==> config.mk <==
export PLATFORM = sky130hd
export DESIGN_NAME = fvpt_cordic
export DESIGN_NICKNAME = d
export VERILOG_FILES = /design/src/sv/fvpt_pkg.sv /design/src/sv/fvpt_cordic.sv
export SDC_FILE = /design/constraint.sdc
export NUM_CORES = 2
export LEC_CHECK = 0
export ABC_AREA = 1
export BUFFER_PORTS_ARGS = -buffer_cell sky130_fd_sc_hd__buf_4
export CAP_MARGIN = 20
export CORE_AREA = 4 4 298 300
export CTS_BUF_LIST = sky130_fd_sc_hd__clkbuf_8
export DETAILED_ROUTE_END_ITERATION = 10
export DIE_AREA = 0 0 302 304
export GPL_TIMING_DRIVEN = 0
export MAX_ROUTING_LAYER = met4
export SLEW_MARGIN = 20
export SYNTH_ARGS = -nofsm -noshare
export SYNTH_HDL_FRONTEND = slang
export SYNTH_SLANG_ARGS = --single-unit
==> constraint.sdc <==
create_clock -name aclk -period 22.1 [get_ports aclk]
set_input_delay 2.21 -clock aclk [delete_from_list [all_inputs] [get_ports aclk]]
set_output_delay 2.21 -clock aclk [all_outputs]
set_load 0.05 [all_outputs]
==> src/sv/fvpt_pkg.sv <==
`timescale 1ns / 1ps
// Shared constants, types and helpers for the flame variation point transform.
package fvpt_pkg;

    localparam int MAX_TRANSFORMS      = 16;
    localparam int VARIATION_COUNT     = 6;
    localparam int WORDS_PER_TRANSFORM = 12;
    localparam int WEIGHT_BASE         = 6;
    localparam int MEM_DEPTH           = MAX_TRANSFORMS * WORDS_PER_TRANSFORM;
    localparam int MEM_AW              = $clog2(MEM_DEPTH);
    localparam int SUM_W               = 35;
    localparam int CORDIC_STEPS        = 24;
    localparam int ROOT_BITS           = 32;

    localparam logic MODE_LOAD = 1'b0;
    localparam logic MODE_EVAL = 1'b1;

    localparam logic [2:0] VAR_LINEAR = 3'd0;
    localparam logic [2:0] VAR_SINUS  = 3'd1;
    localparam logic [2:0] VAR_SPHERE = 3'd2;
    localparam logic [2:0] VAR_SWIRL  = 3'd3;
    localparam logic [2:0] VAR_HORSE  = 3'd4;
    localparam logic [2:0] VAR_POLAR  = 3'd5;

    localparam logic signed [33:0] QUARTER_TURN  = 34'sd1073741824;
    localparam logic signed [33:0] HALF_TURN     = 34'sd2147483648;
    localparam logic signed [32:0] TURNS_PER_RAD = 33'sd683565276;
    localparam logic signed [65:0] CORDIC_GAIN   = 66'sd652032874;
    localparam logic signed [67:0] SAT_MAX       = 68'sd2147483647;
    localparam logic signed [67:0] SAT_MIN       = -68'sd2147483648;
    localparam logic signed [67:0] ONE_Q16       = 68'sd65536;

    localparam logic [29:0] CORDIC_ANGLE [CORDIC_STEPS] = '{
        30'd536870912, 30'd316933406, 30'd167458907, 30'd85004757, 30'd42667331,
        30'd21354465, 30'd10679838, 30'd5340245, 30'd2670163, 30'd1335087,
        30'd667544, 30'd333772, 30'd166886, 30'd83443, 30'd41722, 30'd20861,
        30'd10430, 30'd5215, 30'd2608, 30'd1304, 30'd652, 30'd326, 30'd163, 30'd81
    };

    typedef struct packed {
        logic        start;
        logic        is_sqrt;
        logic        neg;
        logic [63:0] num;
        logic [63:0] den;
    } fvpt_dreq_t;

    typedef struct packed {
        logic        done;
        logic        clip;
        logic [31:0] quot;
        logic [31:0] root;
    } fvpt_dres_t;

    typedef struct packed {
        logic        start;
        logic        vec;
        logic [31:0] phase;
        logic [31:0] px;
        logic [31:0] py;
    } fvpt_creq_t;

    typedef struct packed {
        logic        done;
        logic [32:0] sin_q30;
        logic [32:0] cos_q30;
        logic [33:0] angle;
    } fvpt_cres_t;

    typedef struct packed {
        logic        ovf;
        logic [31:0] val;
    } sat_t;

    function automatic sat_t sat32(input logic signed [67:0] v);
        sat_t s;
        if (v > SAT_MAX) begin
            s.ovf = 1'b1;
            s.val = 32'h7fff_ffff;
        end else if (v < SAT_MIN) begin
            s.ovf = 1'b1;
            s.val = 32'h8000_0000;
        end else begin
            s.ovf = 1'b0;
            s.val = v[31:0];
        end
        return s;
    endfunction

endpackage

==> src/sv/fvpt_cordic.sv <==
`timescale 1ns / 1ps
// Iterative CORDIC: sine/cosine of a turn phase, or angle of a vector.
module fvpt_cordic (
    input  logic                    aclk,
    input  logic                    aresetn,
    input  fvpt_pkg::fvpt_creq_t    req,
    output fvpt_pkg::fvpt_cres_t    res
);
    import fvpt_pkg::*;

    typedef enum logic [2:0] {
        CS_IDLE = 3'b001,
        CS_RUN  = 3'b010,
        CS_DONE = 3'b100
    } cs_state_t;

    cs_state_t          state_reg, state_next;
    logic signed [65:0] x_reg, x_next;
    logic signed [65:0] y_reg, y_next;
    logic signed [33:0] z_reg, z_next;
    logic [4:0]         i_reg, i_next;
    logic               vec_reg, vec_next;
    logic               flip_reg, flip_next;

    logic signed [65:0] xs, ys, xe, ye;
    logic signed [33:0] z0, ang;
    logic               pos;

    assign xs  = x_reg >>> i_reg;
    assign ys  = y_reg >>> i_reg;
    assign ang = 34'(CORDIC_ANGLE[i_reg]);
    assign pos = vec_reg ? !(y_reg > 66'sd0) : !z_reg[33];
    assign z0  = 34'($signed(req.phase));
    assign xe  = 66'($signed(req.px)) <<< 30;
    assign ye  = 66'($signed(req.py)) <<< 30;

    always_comb begin
        state_next = state_reg;
        x_next     = x_reg;
        y_next     = y_reg;
        z_next     = z_reg;
        i_next     = i_reg;
        vec_next   = vec_reg;
        flip_next  = flip_reg;
        unique case (state_reg)
            CS_IDLE: begin
                if (req.start) begin
                    vec_next   = req.vec;
                    flip_next  = 1'b0;
                    i_next     = '0;
                    state_next = CS_RUN;
                    if (!req.vec) begin
                        x_next = CORDIC_GAIN;
                        y_next = '0;
                        z_next = z0;
                        if (z0 > QUARTER_TURN) begin
                            z_next    = z0 - HALF_TURN;
                            flip_next = 1'b1;
                        end else if (z0 < -QUARTER_TURN) begin
                            z_next    = z0 + HALF_TURN;
                            flip_next = 1'b1;
                        end
                    end else if (req.px == 32'd0 && req.py == 32'd0) begin
                        z_next     = '0;
                        state_next = CS_DONE;
                    end else if (req.px[31]) begin
                        if (!req.py[31]) begin
                            x_next = ye;
                            y_next = -xe;
                            z_next = QUARTER_TURN;
                        end else begin
                            x_next = -ye;
                            y_next = xe;
                            z_next = -QUARTER_TURN;
                        end
                    end else begin
                        x_next = xe;
                        y_next = ye;
                        z_next = '0;
                    end
                end
            end
            CS_RUN: begin
                if (pos) begin
                    x_next = x_reg - ys;
                    y_next = y_reg + xs;
                    z_next = z_reg - ang;
                end else begin
                    x_next = x_reg + ys;
                    y_next = y_reg - xs;
                    z_next = z_reg + ang;
                end
                i_next = i_reg + 5'd1;
                if (i_reg == 5'(CORDIC_STEPS - 1)) begin
                    state_next = CS_DONE;
                end
            end
            CS_DONE: begin
                state_next = CS_IDLE;
            end
            default: begin
                state_next = CS_IDLE;
            end
        endcase
    end

    always_ff @(posedge aclk) begin
        if (!aresetn) begin
            state_reg <= CS_IDLE;
        end else begin
            state_reg <= state_next;
        end
        x_reg    <= x_next;
        y_reg    <= y_next;
        z_reg    <= z_next;
        i_reg    <= i_next;
        vec_reg  <= vec_next;
        flip_reg <= flip_next;
    end

    assign res.done    = (state_reg == CS_DONE);
    assign res.sin_q30 = flip_reg ? 33'(-y_reg) : 33'(y_reg);
    assign res.cos_q30 = flip_reg ? 33'(-x_reg) : 33'(x_reg);
    assign res.angle   = z_reg;

endmodule

==> reports/results.ini <==
[global_route]
grt_antenna_before_repair = 10
grt_pass1_vias = 40720
grt_max_degree = 27
grt.overflow.total = 0
grt.total_usage_pct = 44.26
grt_first_pass_wirelength_um = 286400

[pwr]
switching_share_pct = 61.20
power.leakage_nw = 17.49
p_sw_mw = 1.724
p_comb_share_pct = 73.0
intPower_mw = 1.093
finalPower_mw = 2.817
pwr-share-clk_pct = 9.4
vdd_drop_max_uv = 50.47
power.density_mw_per_mm2 = 74.36
sequentialPowerShare_pct = 17.7

[synthesis]
synth_fp_nets = 6251
synth_xor_area_share_pct = 6.151
synth_simple_gate_area_share_pct = 43.49
synthAdderAreaFrac_pct = 6.596
synth_edf_count = 173
yosys_most_used_dff = edfxtp_1
avgSynthCellArea_sq_um = 5.742
synth_mux_area_share_pct = 0.02919
syn_area_sq_mm = 0.03429
yosysWarnings = 0
synth-seq-cells = 176
synth_cell_types = 64
synth_top_family_by_area = simple AND/OR/NAND/NOR gates
synth_seq_area_share_pct = 15.32
synth-compound-area-share_pct = 18.32
syn_inst = 5972
synth_async_sr_flop_share_pct = 0

[worst_hold_path]
hold_end = state_reg[2]
holdPathStages = 3
holdCritPathClass = reg -> reg
min-delay-start = state_reg[0]

[clocking]
hold_buffers = 0
cts_buffers = 17
clkLatencyLatePin_ps = 650
cts_root_buf = clkbuf_8
postCtsSetupRepairBufs = 0
path_clk_slew_ps = 120
cts_resized = 0
cts_htree_levels = 4
cts_tree = built
clkSinkCount = 176
clk_path_buf_depth = 2

[timing]
worstMarginPinSlew_ps = 1259
timing.final.max_slew_violations = 0
tns_ps = 0
skew_ps = 39.78
fin_crit_sh_pct = 37.71
grt_setup_unrepaired = false
clock.fmax_mhz = 120.0
hold_violations = 0
max_slew_margin_pct = 16.06
timing.hold.ws_ps = 742.2
post-route-min-period_ps = 8333
setup_viol_count_final = 0
setup_slack_ps = 13770

[place]
io_buffers = 200
place.gp.congestion = 1.094
dp_hpwl_um = 172500
dpl_worst_slack_ps = 14170

[floorplan]
die_y_um = 304
dieArea_sq_mm = 0.09181
start_util_pct = 39.78
core-area_sq_mm = 0.08621
rows = 108
ios = 201
die_w_um = 302

[detailed_routing]
vias = 44840
via_per_inst = 6.078
drtAntennaViolNets = 0
dr.pass1.iters = 9
wl_per_cell_um = 27.97
drc = 0
wirelength_um = 206400
drt-initial-drc-count = 6032

[final_layout]
nNetsFinal = 6481
fin_util_pct = 43.95
drive_above_1_share_pct = 9.091
regArea_sq_mm = 0.005255
multi_input_area_sq_mm = 0.02559
syn_to_final_growth_pct = 10.49
fill_cells = 9670

[setup_path]
slowest_delay_ps = 900
r2r_slack_ps = 13770
critPathCaptureType = register
worstReg2RegEnd = y_reg[61]
required_ps = 22430
crit_start = y_reg[1]
cp-start-kind = register
arrival_ps = 8670
crit_slowest_cell = buf_1
critPathKind = reg -> reg
timing.rr.start = y_reg[1]
worstPathMaxFanout = 10
cpMostUsedCell = nand2_1
reg2regPathDepth = 28

[run]
max-cap-violations = 0

[outcome]
status = finished, final reports clean

[critical path, delay by kind of cell (launching register included)]
family	cells	cell delay, ps
adder cells (fa/ha/maj)	2	680
AND/OR/NAND/NOR	13	2700
buffers and inverters	6	1780
flip-flops	1	490
AO/OA/AOI/OAI	7	2340
[power groups by stage]
stage	clock, mW	sequential (mW)	combinational [mW]
after CTS	0.264	0.489	1.99
after floorplan	0	0.467	1.31
after detailed placement	0	0.497	1.98
after global routing	0.276	0.493	2.20
final	0.264	0.498	2.06
after global placement	0	0.505	1.97
[how the worst max path moves through the flow]
stage | to | slack (ps)
2_1_floorplan | x_reg[0] | 12810
3_3_place_gp | y_reg[29] | 8490
3_5_place_dp | y_reg[61] | 14170
4_1_cts | y_reg[61] | 14150
5_1_grt | y_reg[61] | 13760
6_report | y_reg[61] | 13770
[cell type report]
cell class	instances	share of cell area [%]
multi-input cells	4989	67.54
flip-flops and latches	176	13.87
inverters	573	5.690
repair buffers	211	4.511
well taps	1155	3.814
plain buffers	234	3.454
clock buffers	17	0.6175
clock inverters	15	0.4524
diodes	8	0.05283
[cell usage after synthesis, drive strengths merged, types with 5 or more instances]
cell type	number	area, sq um
a21boi	13	97.59
a21o	32	240.2
a21oi	412	2066
a221oi	8	70.07
a22o	15	131.4
a31oi	49	306.5
and2	6	37.54
and3	8	50.05
buf	158	1020
clkbuf	76	285.3
edfxtp	173	5195
ha	176	2202
inv	572	2152
nand2	1766	6789
nand3	805	4054
nand3b	11	82.58
nand4	66	412.9
nor2	655	2596
nor3	99	525.5
nor4	40	250.2
o211ai	80	615.6
o21a	27	202.7
o21ai	395	2026
o21bai	14	105.1
o221ai	20	175.2
o22ai	5	31.28
o31ai	8	65.06
or2	13	81.33
xnor2	88	770.7
xor2	152	1339
[cells in the final DEF (no fill, tap or decap), types with 11 or more instances in the layout]
cell type	netlist	routed
nand3_1	800	800
inv_2	46	47
nor3_1	93	92
buf_6	30	32
nand2_1	1708	1708
buf_4	27	227
a22o_1	15	15
a21o_1	32	32
nand2_2	55	55
buf_1	29	28
a31oi_1	49	49
xnor2_1	88	88
edfxtp_1	173	173
inv_1	524	523
buf_2	71	72
a21oi_1	411	411
xor2_1	151	151
o21ai_0	350	350
nor2_2	28	28
nor2_1	618	617
clkbuf_8	0	17
nand3b_1	11	11
a21boi_0	13	13
o211ai_1	77	77
nor4_1	40	40
o21a_1	27	27
clkbuf_1	76	74
or2_2	13	13
nand4_1	66	66
o21bai_1	14	14
o21ai_1	34	34
o221ai_1	20	20
ha_1	176	176
[through the flow]
stage | instance area, sq um | instances
after CTS | 37860 | 7369
after global placement | 37240 | 7327
final | 37890 | 7378
after detailed placement | 37450 | 7337
after global routing | 37890 | 7376
after floorplan | 34290 | 5972
[kinds of logic (layout without fill, tap and decap cells)]
logic type,after synthesis,after routing
and+or+nand+nor,3473,3473
AOI/OAI and AO/OA,1096,1096
buffers and inverters,807,1050
xor gates and xnor gates,240,240
adders and majority gates,179,179
DFF,176,176
muxes,1,1
other,0,8
[per-layer routing]
layer | track usage [%] | vias up | wire length (um)
met3 | 11.95 | 500 | 24310
li1 | - | 20600 | -
met1 | 56.09 | 21080 | 82290
met2 | 64.40 | 2659 | 86940
met5 | - | - | 0
met4 | 22.62 | 0 | 12830
Power figures use the tool's default switching activity.
