File: src/sv/fvpt_pkg.sv
`timescale 1ns / 1ps
// Shared constants, types and helpers for the flame variation point transform.
package fvpt_pkg;

    localparam int MAX_TRANSFORMS      = 16;
    localparam int VARIATION_COUNT     = 6;
    localparam int WORDS_PER_TRANSFORM = 12;
    localparam int WEIGHT_BASE         = 6;
    localparam int MEM_DEPTH           = MAX_TRANSFORMS * WORDS_PER_TRANSFORM;
    localparam int MEM_AW              = $clog2(MEM_DEPTH);
    localparam int SUM_W               = 35;
    localparam int CORDIC_STEPS        = 24;
    localparam int ROOT_BITS           = 32;

    localparam logic MODE_LOAD = 1'b0;
    localparam logic MODE_EVAL = 1'b1;

    localparam logic [2:0] VAR_LINEAR = 3'd0;
    localparam logic [2:0] VAR_SINUS  = 3'd1;
    localparam logic [2:0] VAR_SPHERE = 3'd2;
    localparam logic [2:0] VAR_SWIRL  = 3'd3;
    localparam logic [2:0] VAR_HORSE  = 3'd4;
    localparam logic [2:0] VAR_POLAR  = 3'd5;

    localparam logic signed [33:0] QUARTER_TURN  = 34'sd1073741824;
    localparam logic signed [33:0] HALF_TURN     = 34'sd2147483648;
    localparam logic signed [32:0] TURNS_PER_RAD = 33'sd683565276;
    localparam logic signed [65:0] CORDIC_GAIN   = 66'sd652032874;
    localparam logic signed [67:0] SAT_MAX       = 68'sd2147483647;
    localparam logic signed [67:0] SAT_MIN       = -68'sd2147483648;
    localparam logic signed [67:0] ONE_Q16       = 68'sd65536;

    localparam logic [29:0] CORDIC_ANGLE [CORDIC_STEPS] = '{
        30'd536870912, 30'd316933406, 30'd167458907, 30'd85004757, 30'd42667331,
        30'd21354465, 30'd10679838, 30'd5340245, 30'd2670163, 30'd1335087,
        30'd667544, 30'd333772, 30'd166886, 30'd83443, 30'd41722, 30'd20861,
        30'd10430, 30'd5215, 30'd2608, 30'd1304, 30'd652, 30'd326, 30'd163, 30'd81
    };

    typedef struct packed {
        logic        start;
        logic        is_sqrt;
        logic        neg;
        logic [63:0] num;
        logic [63:0] den;
    } fvpt_dreq_t;

    typedef struct packed {
        logic        done;
        logic        clip;
        logic [31:0] quot;
        logic [31:0] root;
    } fvpt_dres_t;

    typedef struct packed {
        logic        start;
        logic        vec;
        logic [31:0] phase;
        logic [31:0] px;
        logic [31:0] py;
    } fvpt_creq_t;

    typedef struct packed {
        logic        done;
        logic [32:0] sin_q30;
        logic [32:0] cos_q30;
        logic [33:0] angle;
    } fvpt_cres_t;

    typedef struct packed {
        logic        ovf;
        logic [31:0] val;
    } sat_t;

    function automatic sat_t sat32(input logic signed [67:0] v);
        sat_t s;
        if (v > SAT_MAX) begin
            s.ovf = 1'b1;
            s.val = 32'h7fff_ffff;
        end else if (v < SAT_MIN) begin
            s.ovf = 1'b1;
            s.val = 32'h8000_0000;
        end else begin
            s.ovf = 1'b0;
            s.val = v[31:0];
        end
        return s;
    endfunction

endpackage

File: src/sv/fvpt_divsqrt.sv
`timescale 1ns / 1ps
// Radix-2 shift-subtract unit: saturating magnitude divide or integer square root.
module fvpt_divsqrt (
    input  logic                    aclk,
    input  logic                    aresetn,
    input  fvpt_pkg::fvpt_dreq_t    req,
    output fvpt_pkg::fvpt_dres_t    res
);
    import fvpt_pkg::*;

    typedef enum logic [2:0] {
        DS_IDLE = 3'b001,
        DS_RUN  = 3'b010,
        DS_DONE = 3'b100
    } ds_state_t;

    ds_state_t   state_reg, state_next;
    logic [4:0]  cnt_reg, cnt_next;
    logic [63:0] rem_reg, rem_next;
    logic [63:0] work_reg, work_next;
    logic [31:0] q_reg, q_next;
    logic [63:0] den_reg, den_next;
    logic        sqrt_reg, sqrt_next;
    logic        neg_reg, neg_next;
    logic        sat_reg, sat_next;
    logic        zero_reg, zero_next;

    logic [64:0] rem2, trial, diff;
    logic        ge;

    assign rem2  = sqrt_reg ? {rem_reg[62:0], work_reg[63:62]} : {rem_reg, work_reg[63]};
    assign trial = sqrt_reg ? {31'b0, q_reg, 2'b01} : {1'b0, den_reg};
    assign ge    = rem2 >= trial;
    assign diff  = rem2 - trial;

    always_comb begin
        state_next = state_reg;
        cnt_next   = cnt_reg;
        rem_next   = rem_reg;
        work_next  = work_reg;
        q_next     = q_reg;
        den_next   = den_reg;
        sqrt_next  = sqrt_reg;
        neg_next   = neg_reg;
        sat_next   = sat_reg;
        zero_next  = zero_reg;
        unique case (state_reg)
            DS_IDLE: begin
                if (req.start) begin
                    sqrt_next = req.is_sqrt;
                    neg_next  = req.neg;
                    den_next  = req.den;
                    sat_next  = 1'b0;
                    zero_next = 1'b0;
                    q_next    = '0;
                    cnt_next  = '0;
                    if (req.is_sqrt) begin
                        rem_next   = '0;
                        work_next  = req.num;
                        state_next = DS_RUN;
                    end else if (req.num == 64'd0) begin
                        zero_next  = 1'b1;
                        state_next = DS_DONE;
                    end else if ({32'b0, req.num[63:32]} >= req.den) begin
                        sat_next   = 1'b1;
                        state_next = DS_DONE;
                    end else begin
                        rem_next   = {32'b0, req.num[63:32]};
                        work_next  = {req.num[31:0], 32'b0};
                        state_next = DS_RUN;
                    end
                end
            end
            DS_RUN: begin
                rem_next  = ge ? diff[63:0] : rem2[63:0];
                q_next    = {q_reg[30:0], ge};
                work_next = sqrt_reg ? {work_reg[61:0], 2'b00} : {work_reg[62:0], 1'b0};
                cnt_next  = cnt_reg + 5'd1;
                if (cnt_reg == 5'(ROOT_BITS - 1)) begin
                    state_next = DS_DONE;
                end
            end
            DS_DONE: begin
                state_next = DS_IDLE;
            end
            default: begin
                state_next = DS_IDLE;
            end
        endcase
    end

    always_ff @(posedge aclk) begin
        if (!aresetn) begin
            state_reg <= DS_IDLE;
        end else begin
            state_reg <= state_next;
        end
        cnt_reg  <= cnt_next;
        rem_reg  <= rem_next;
        work_reg <= work_next;
        q_reg    <= q_next;
        den_reg  <= den_next;
        sqrt_reg <= sqrt_next;
        neg_reg  <= neg_next;
        sat_reg  <= sat_next;
        zero_reg <= zero_next;
    end

    always_comb begin
        res.done = (state_reg == DS_DONE);
        res.root = q_reg;
        res.clip = 1'b0;
        res.quot = '0;
        if (zero_reg) begin
            res.quot = '0;
        end else if (sat_reg) begin
            res.clip = 1'b1;
            res.quot = neg_reg ? 32'h8000_0000 : 32'h7fff_ffff;
        end else if (neg_reg) begin
            if (q_reg > 32'h8000_0000) begin
                res.clip = 1'b1;
                res.quot = 32'h8000_0000;
            end else begin
                res.quot = 32'(-q_reg);
            end
        end else if (q_reg[31]) begin
            res.clip = 1'b1;
            res.quot = 32'h7fff_ffff;
        end else begin
            res.quot = q_reg;
        end
    end

endmodule

File: config.mk
export PLATFORM = sky130hd
export DESIGN_NAME = fvpt_divsqrt
export DESIGN_NICKNAME = d
export VERILOG_FILES = /design/src/sv/fvpt_pkg.sv /design/src/sv/fvpt_divsqrt.sv
export SDC_FILE = /design/constraint.sdc
export NUM_CORES = 1
export LEC_CHECK = 0
export BUFFER_PORTS_ARGS = -buffer_cell sky130_fd_sc_hd__buf_2
export CAP_MARGIN = 20
export CORE_MARGIN = 2
export CORE_UTILIZATION = 60
export CTS_BUF_LIST = sky130_fd_sc_hd__clkbuf_4 sky130_fd_sc_hd__clkbuf_8 sky130_fd_sc_hd__clkbuf_16
export CTS_CLUSTER_SIZE = 20
export DETAILED_ROUTE_END_ITERATION = 8
export HOLD_SLACK_MARGIN = 0.15
export PLACE_DENSITY = 0.84
export SLEW_MARGIN = 20
export SYNTH_ARGS = -nofsm -noshare
export SYNTH_HDL_FRONTEND = slang
export SYNTH_SLANG_ARGS = --single-unit
File: constraint.sdc
create_clock -name aclk -period 17.6 [get_ports aclk]
set_input_delay 2.64 -clock aclk [delete_from_list [all_inputs] [get_ports aclk]]
set_output_delay 2.64 -clock aclk [all_outputs]
set_load 0.005 [all_outputs]
==> results.sh <==
export IMPL_p_clk_frac=0.304
export IMPL_ant_nets=0
export IMPL_clock_sinks=236
export IMPL_synthCells=1821
export IMPL_p_per_area_mw_per_mm2=94.4
export IMPL_grt_usage=0.316
export IMPL_fin_util=0.681
export IMPL_tns_ns=0
export IMPL_synth_async_reset_ratio=0
export IMPL_worstHoldStart="work_reg[0]"
export IMPL_grt_pass1_vias=14600
export IMPL_p_int_mw=1.23
export IMPL_combinationalPowerShare=0.311
export IMPL_cts_resized=0
export IMPL_rsz0062_at_grt="no"
export IMPL_hpwl_um=35800
export IMPL_drive_above_1_share=0.173
export IMPL_hp_class="flop to flop"
export IMPL_crit_chain="inv_1 -> ha_1 -> nor3b_1 -> nand3_2 -> nor4b_4 -> nand4b_2 -> or3_4 -> or3_4 -> o21ai_2 -> a31oi_1 -> a311oi_1 -> buf_2"
export IMPL_outcome="complete, no violations"
export IMPL_fin_crit_sh=0.413
export IMPL_clk_pin_slew_ns=0.06
export IMPL_cts_tree="built"
export IMPL_clk_latency_ns=0.56
export IMPL_place_worst_setup_slack_ns=10.98
export IMPL_min_to="work_reg[1]"
export IMPL_fin_nets=2174
export IMPL_crit_path_start_kind="flop"
export IMPL_cpPeakStageDelay_ns=0.53
export IMPL_area_delta_synth_final_pct=11.6
export IMPL_slew_headroom=0.274
export IMPL_dieArea_mm2=0.0306
export IMPL_io_pins=199
export IMPL_clockBufferDepth=3
export IMPL_p_sw_mw=0.613
export IMPL_slew_viol_final=0
export IMPL_placementRows=62
export IMPL_first_iter_violations=1631
export IMPL_hold_viol_final=0
export IMPL_hold_path_depth=2
export IMPL_grt_max_degree=93
export IMPL_cts_made_buffers=27
export IMPL_finalPower_mw=1.85
export IMPL_antenna_found_initial=7
export IMPL_p_leak_nw=8.04
export IMPL_dr_pass1_iters=6
export IMPL_seqPwrFrac=0.385
export IMPL_wl_per_cell_um=21.1
export IMPL_fin_cells=2349
export IMPL_syn_nets=2054
export IMPL_grt_overflow=0
export IMPL_cp_arrival_ns=4.64
export IMPL_yosysWarningCount=0
export IMPL_yosysSeqAreaShare=0.403
export IMPL_io_buffers=198
export IMPL_place_gp_congestion=0.976
export IMPL_final_common_cell="edfxtp_1"
export IMPL_crit_path_end_kind="primary output"
export IMPL_drv_cap=0
export IMPL_htreeDepth=1
export IMPL_setup_viol=0
export IMPL_avgSynthCellArea_um2=9.62
export IMPL_reg2regPathDepth=15
export IMPL_core_area_mm2=0.0287
export IMPL_worst_pin_slew_ns=1.09
export IMPL_clock_skew_ns=0.0232
export IMPL_synth_main_ff_cell="edfxtp_1"
export IMPL_grt_pass1_wl_um=77400
export IMPL_die_w_um=175
export IMPL_path_common_cell="or3_4"
export IMPL_reg2reg_to="rem_reg[48]"
export IMPL_cts_hold_buf=0
export IMPL_dpl_cell_count=2296
export IMPL_drt_total_wl_um=49600
export IMPL_drc=0
export IMPL_initial_core_util=0.610
export IMPL_cp_slowest_cell="edfxtp_1"
export IMPL_vias=15400
export IMPL_worst_setup_path_type="flop to primary output"
export IMPL_required_ns=14.96
export IMPL_crit_path_max_fanout=12
export IMPL_final_cell_mix="233 x edfxtp_1, 197 x buf_2, 168 x a21oi_1"
export IMPL_worstReg2RegStart="sqrt_reg"
export IMPL_vdd_drop_max_v=0.0000713
export IMPL_die_h_um=175
export IMPL_ys_seq_elements=236
export IMPL_sw_frac_of_total=0.332
export IMPL_synth_edff_count=233
export IMPL_synth_cell_types=72
export IMPL_timing_fmax_ghz=0.137
export IMPL_period_minus_slack_ns=7.28
export IMPL_cts_root_buf="clkbuf_16"
export IMPL_setup_ws_ns=10.32
export IMPL_synth_area_mm2=0.0175
export IMPL_cts_setup_buffers=0
export IMPL_viasPerCell=6.54
export IMPL_reg2reg_slack_ns=11.40
## Yosys cell counts (3+ instances only)
cell | number | area (µm²)
edfxtp_1 | 233 | 7000
a21oi_1 | 169 | 846
o21ai_0 | 145 | 726
mux2i_1 | 122 | 1220
nand2_1 | 109 | 409
nor2_1 | 102 | 383
ha_1 | 99 | 1240
clkbuf_1 | 94 | 353
mux2_2 | 64 | 721
inv_1 | 53 | 199
a21o_1 | 51 | 383
nand3_1 | 48 | 240
a211oi_1 | 44 | 330
nand2b_1 | 41 | 257
nor2b_1 | 41 | 257
and2_1 | 36 | 225
nand3b_1 | 36 | 270
xnor2_1 | 36 | 315
nand4_1 | 33 | 206
nor4_1 | 31 | 194
xor2_1 | 27 | 236
nor3_1 | 24 | 120
o22ai_1 | 23 | 144
a31oi_1 | 17 | 106
buf_1 | 13 | 48.8
and3_1 | 12 | 75.1
buf_2 | 12 | 60.1
o21bai_1 | 11 | 82.6
o31ai_1 | 9 | 67.6
a41oi_1 | 6 | 52.6
a21boi_0 | 5 | 37.5
a221oi_1 | 5 | 43.8
or3_1 | 5 | 31.3
o211ai_1 | 4 | 30.0
o21a_1 | 4 | 30.0
o21ai_1 | 4 | 20.0
or2_2 | 4 | 25.0
or4_1 | 4 | 30.0
dfxtp_1 | 3 | 60.1
o221ai_1 | 3 | 26.3
## routing by layer
metal  vias to the layer above  GRT usage  wire [µm]
met5                         -          0         27
met4                         4      0.117       1980
met3                       139     0.0479       4410
met2                       854      0.511      22700
met1                      7271      0.432      20500
li1                       7089          -          -
## critical path: cells and delay by family, from the launching register on
kind            cells  cell delay [ns]
buf+inv             2             0.30
fa+ha+maj           1             0.19
flops               1             0.53
simple gates        6             2.10
compound gates      3             0.97
## final cells by class
cell class,count,area [µm²]
Clock buffer,30,698
Inverter,54,203
Multi-Input combinational cell,1410,9820
Tap cell,384,480
Sequential cell,236,7060
Clock inverter,17,173
Timing Repair Buffer,212,1120
Antenna cell,6,15.0
Fill cell,2315,9140
## power groups by stage
stage | clock (mW) | sequential [mW] | combinational, mW
4_1_cts | 0.565 | 0.709 | 0.564
3_5_place_dp | 0 | 0.720 | 0.557
6_report | 0.562 | 0.710 | 0.575
2_1_floorplan | 0 | 0.717 | 0.416
3_3_place_gp | 0 | 0.719 | 0.544
5_1_grt | 0.585 | 0.715 | 0.630
## through the flow
stage               hold WS [ns]  cell area, µm²
floorplan                  0.491           17500
global placement           0.551           18600
detailed placement         0.590           18700
CTS                        0.592           19500
global route               0.632           19600
finish                     0.606           19600
## worst max path at each step
| stage | start | cells past startpoint | slack, ns | end |
|---|---|---|---|---|
| after floorplan | req[130] | 4 | 1.85 | rem_reg[0] |
| after global placement | q_reg[0] | 12 | 11.09 | res[33] |
| after detailed placement | q_reg[0] | 12 | 10.98 | res[33] |
| after CTS | q_reg[0] | 12 | 10.39 | res[33] |
| after global routing | q_reg[0] | 14 | 10.01 | res[52] |
| final | q_reg[0] | 12 | 10.32 | res[33] |
## logic make-up after synthesis
group | after synthesis | share of synthesized area
flip-flops | 236 | 0.403
adder cells (fa/ha/maj) | 100 | 0.0718
buffers and inverters | 175 | 0.0392
XOR/XNOR | 63 | 0.0315
AND/OR/NAND/NOR | 540 | 0.165
AO/OA/AOI/OAI | 521 | 0.179
multiplexers | 186 | 0.111
(Power assumes the default switching activity.)
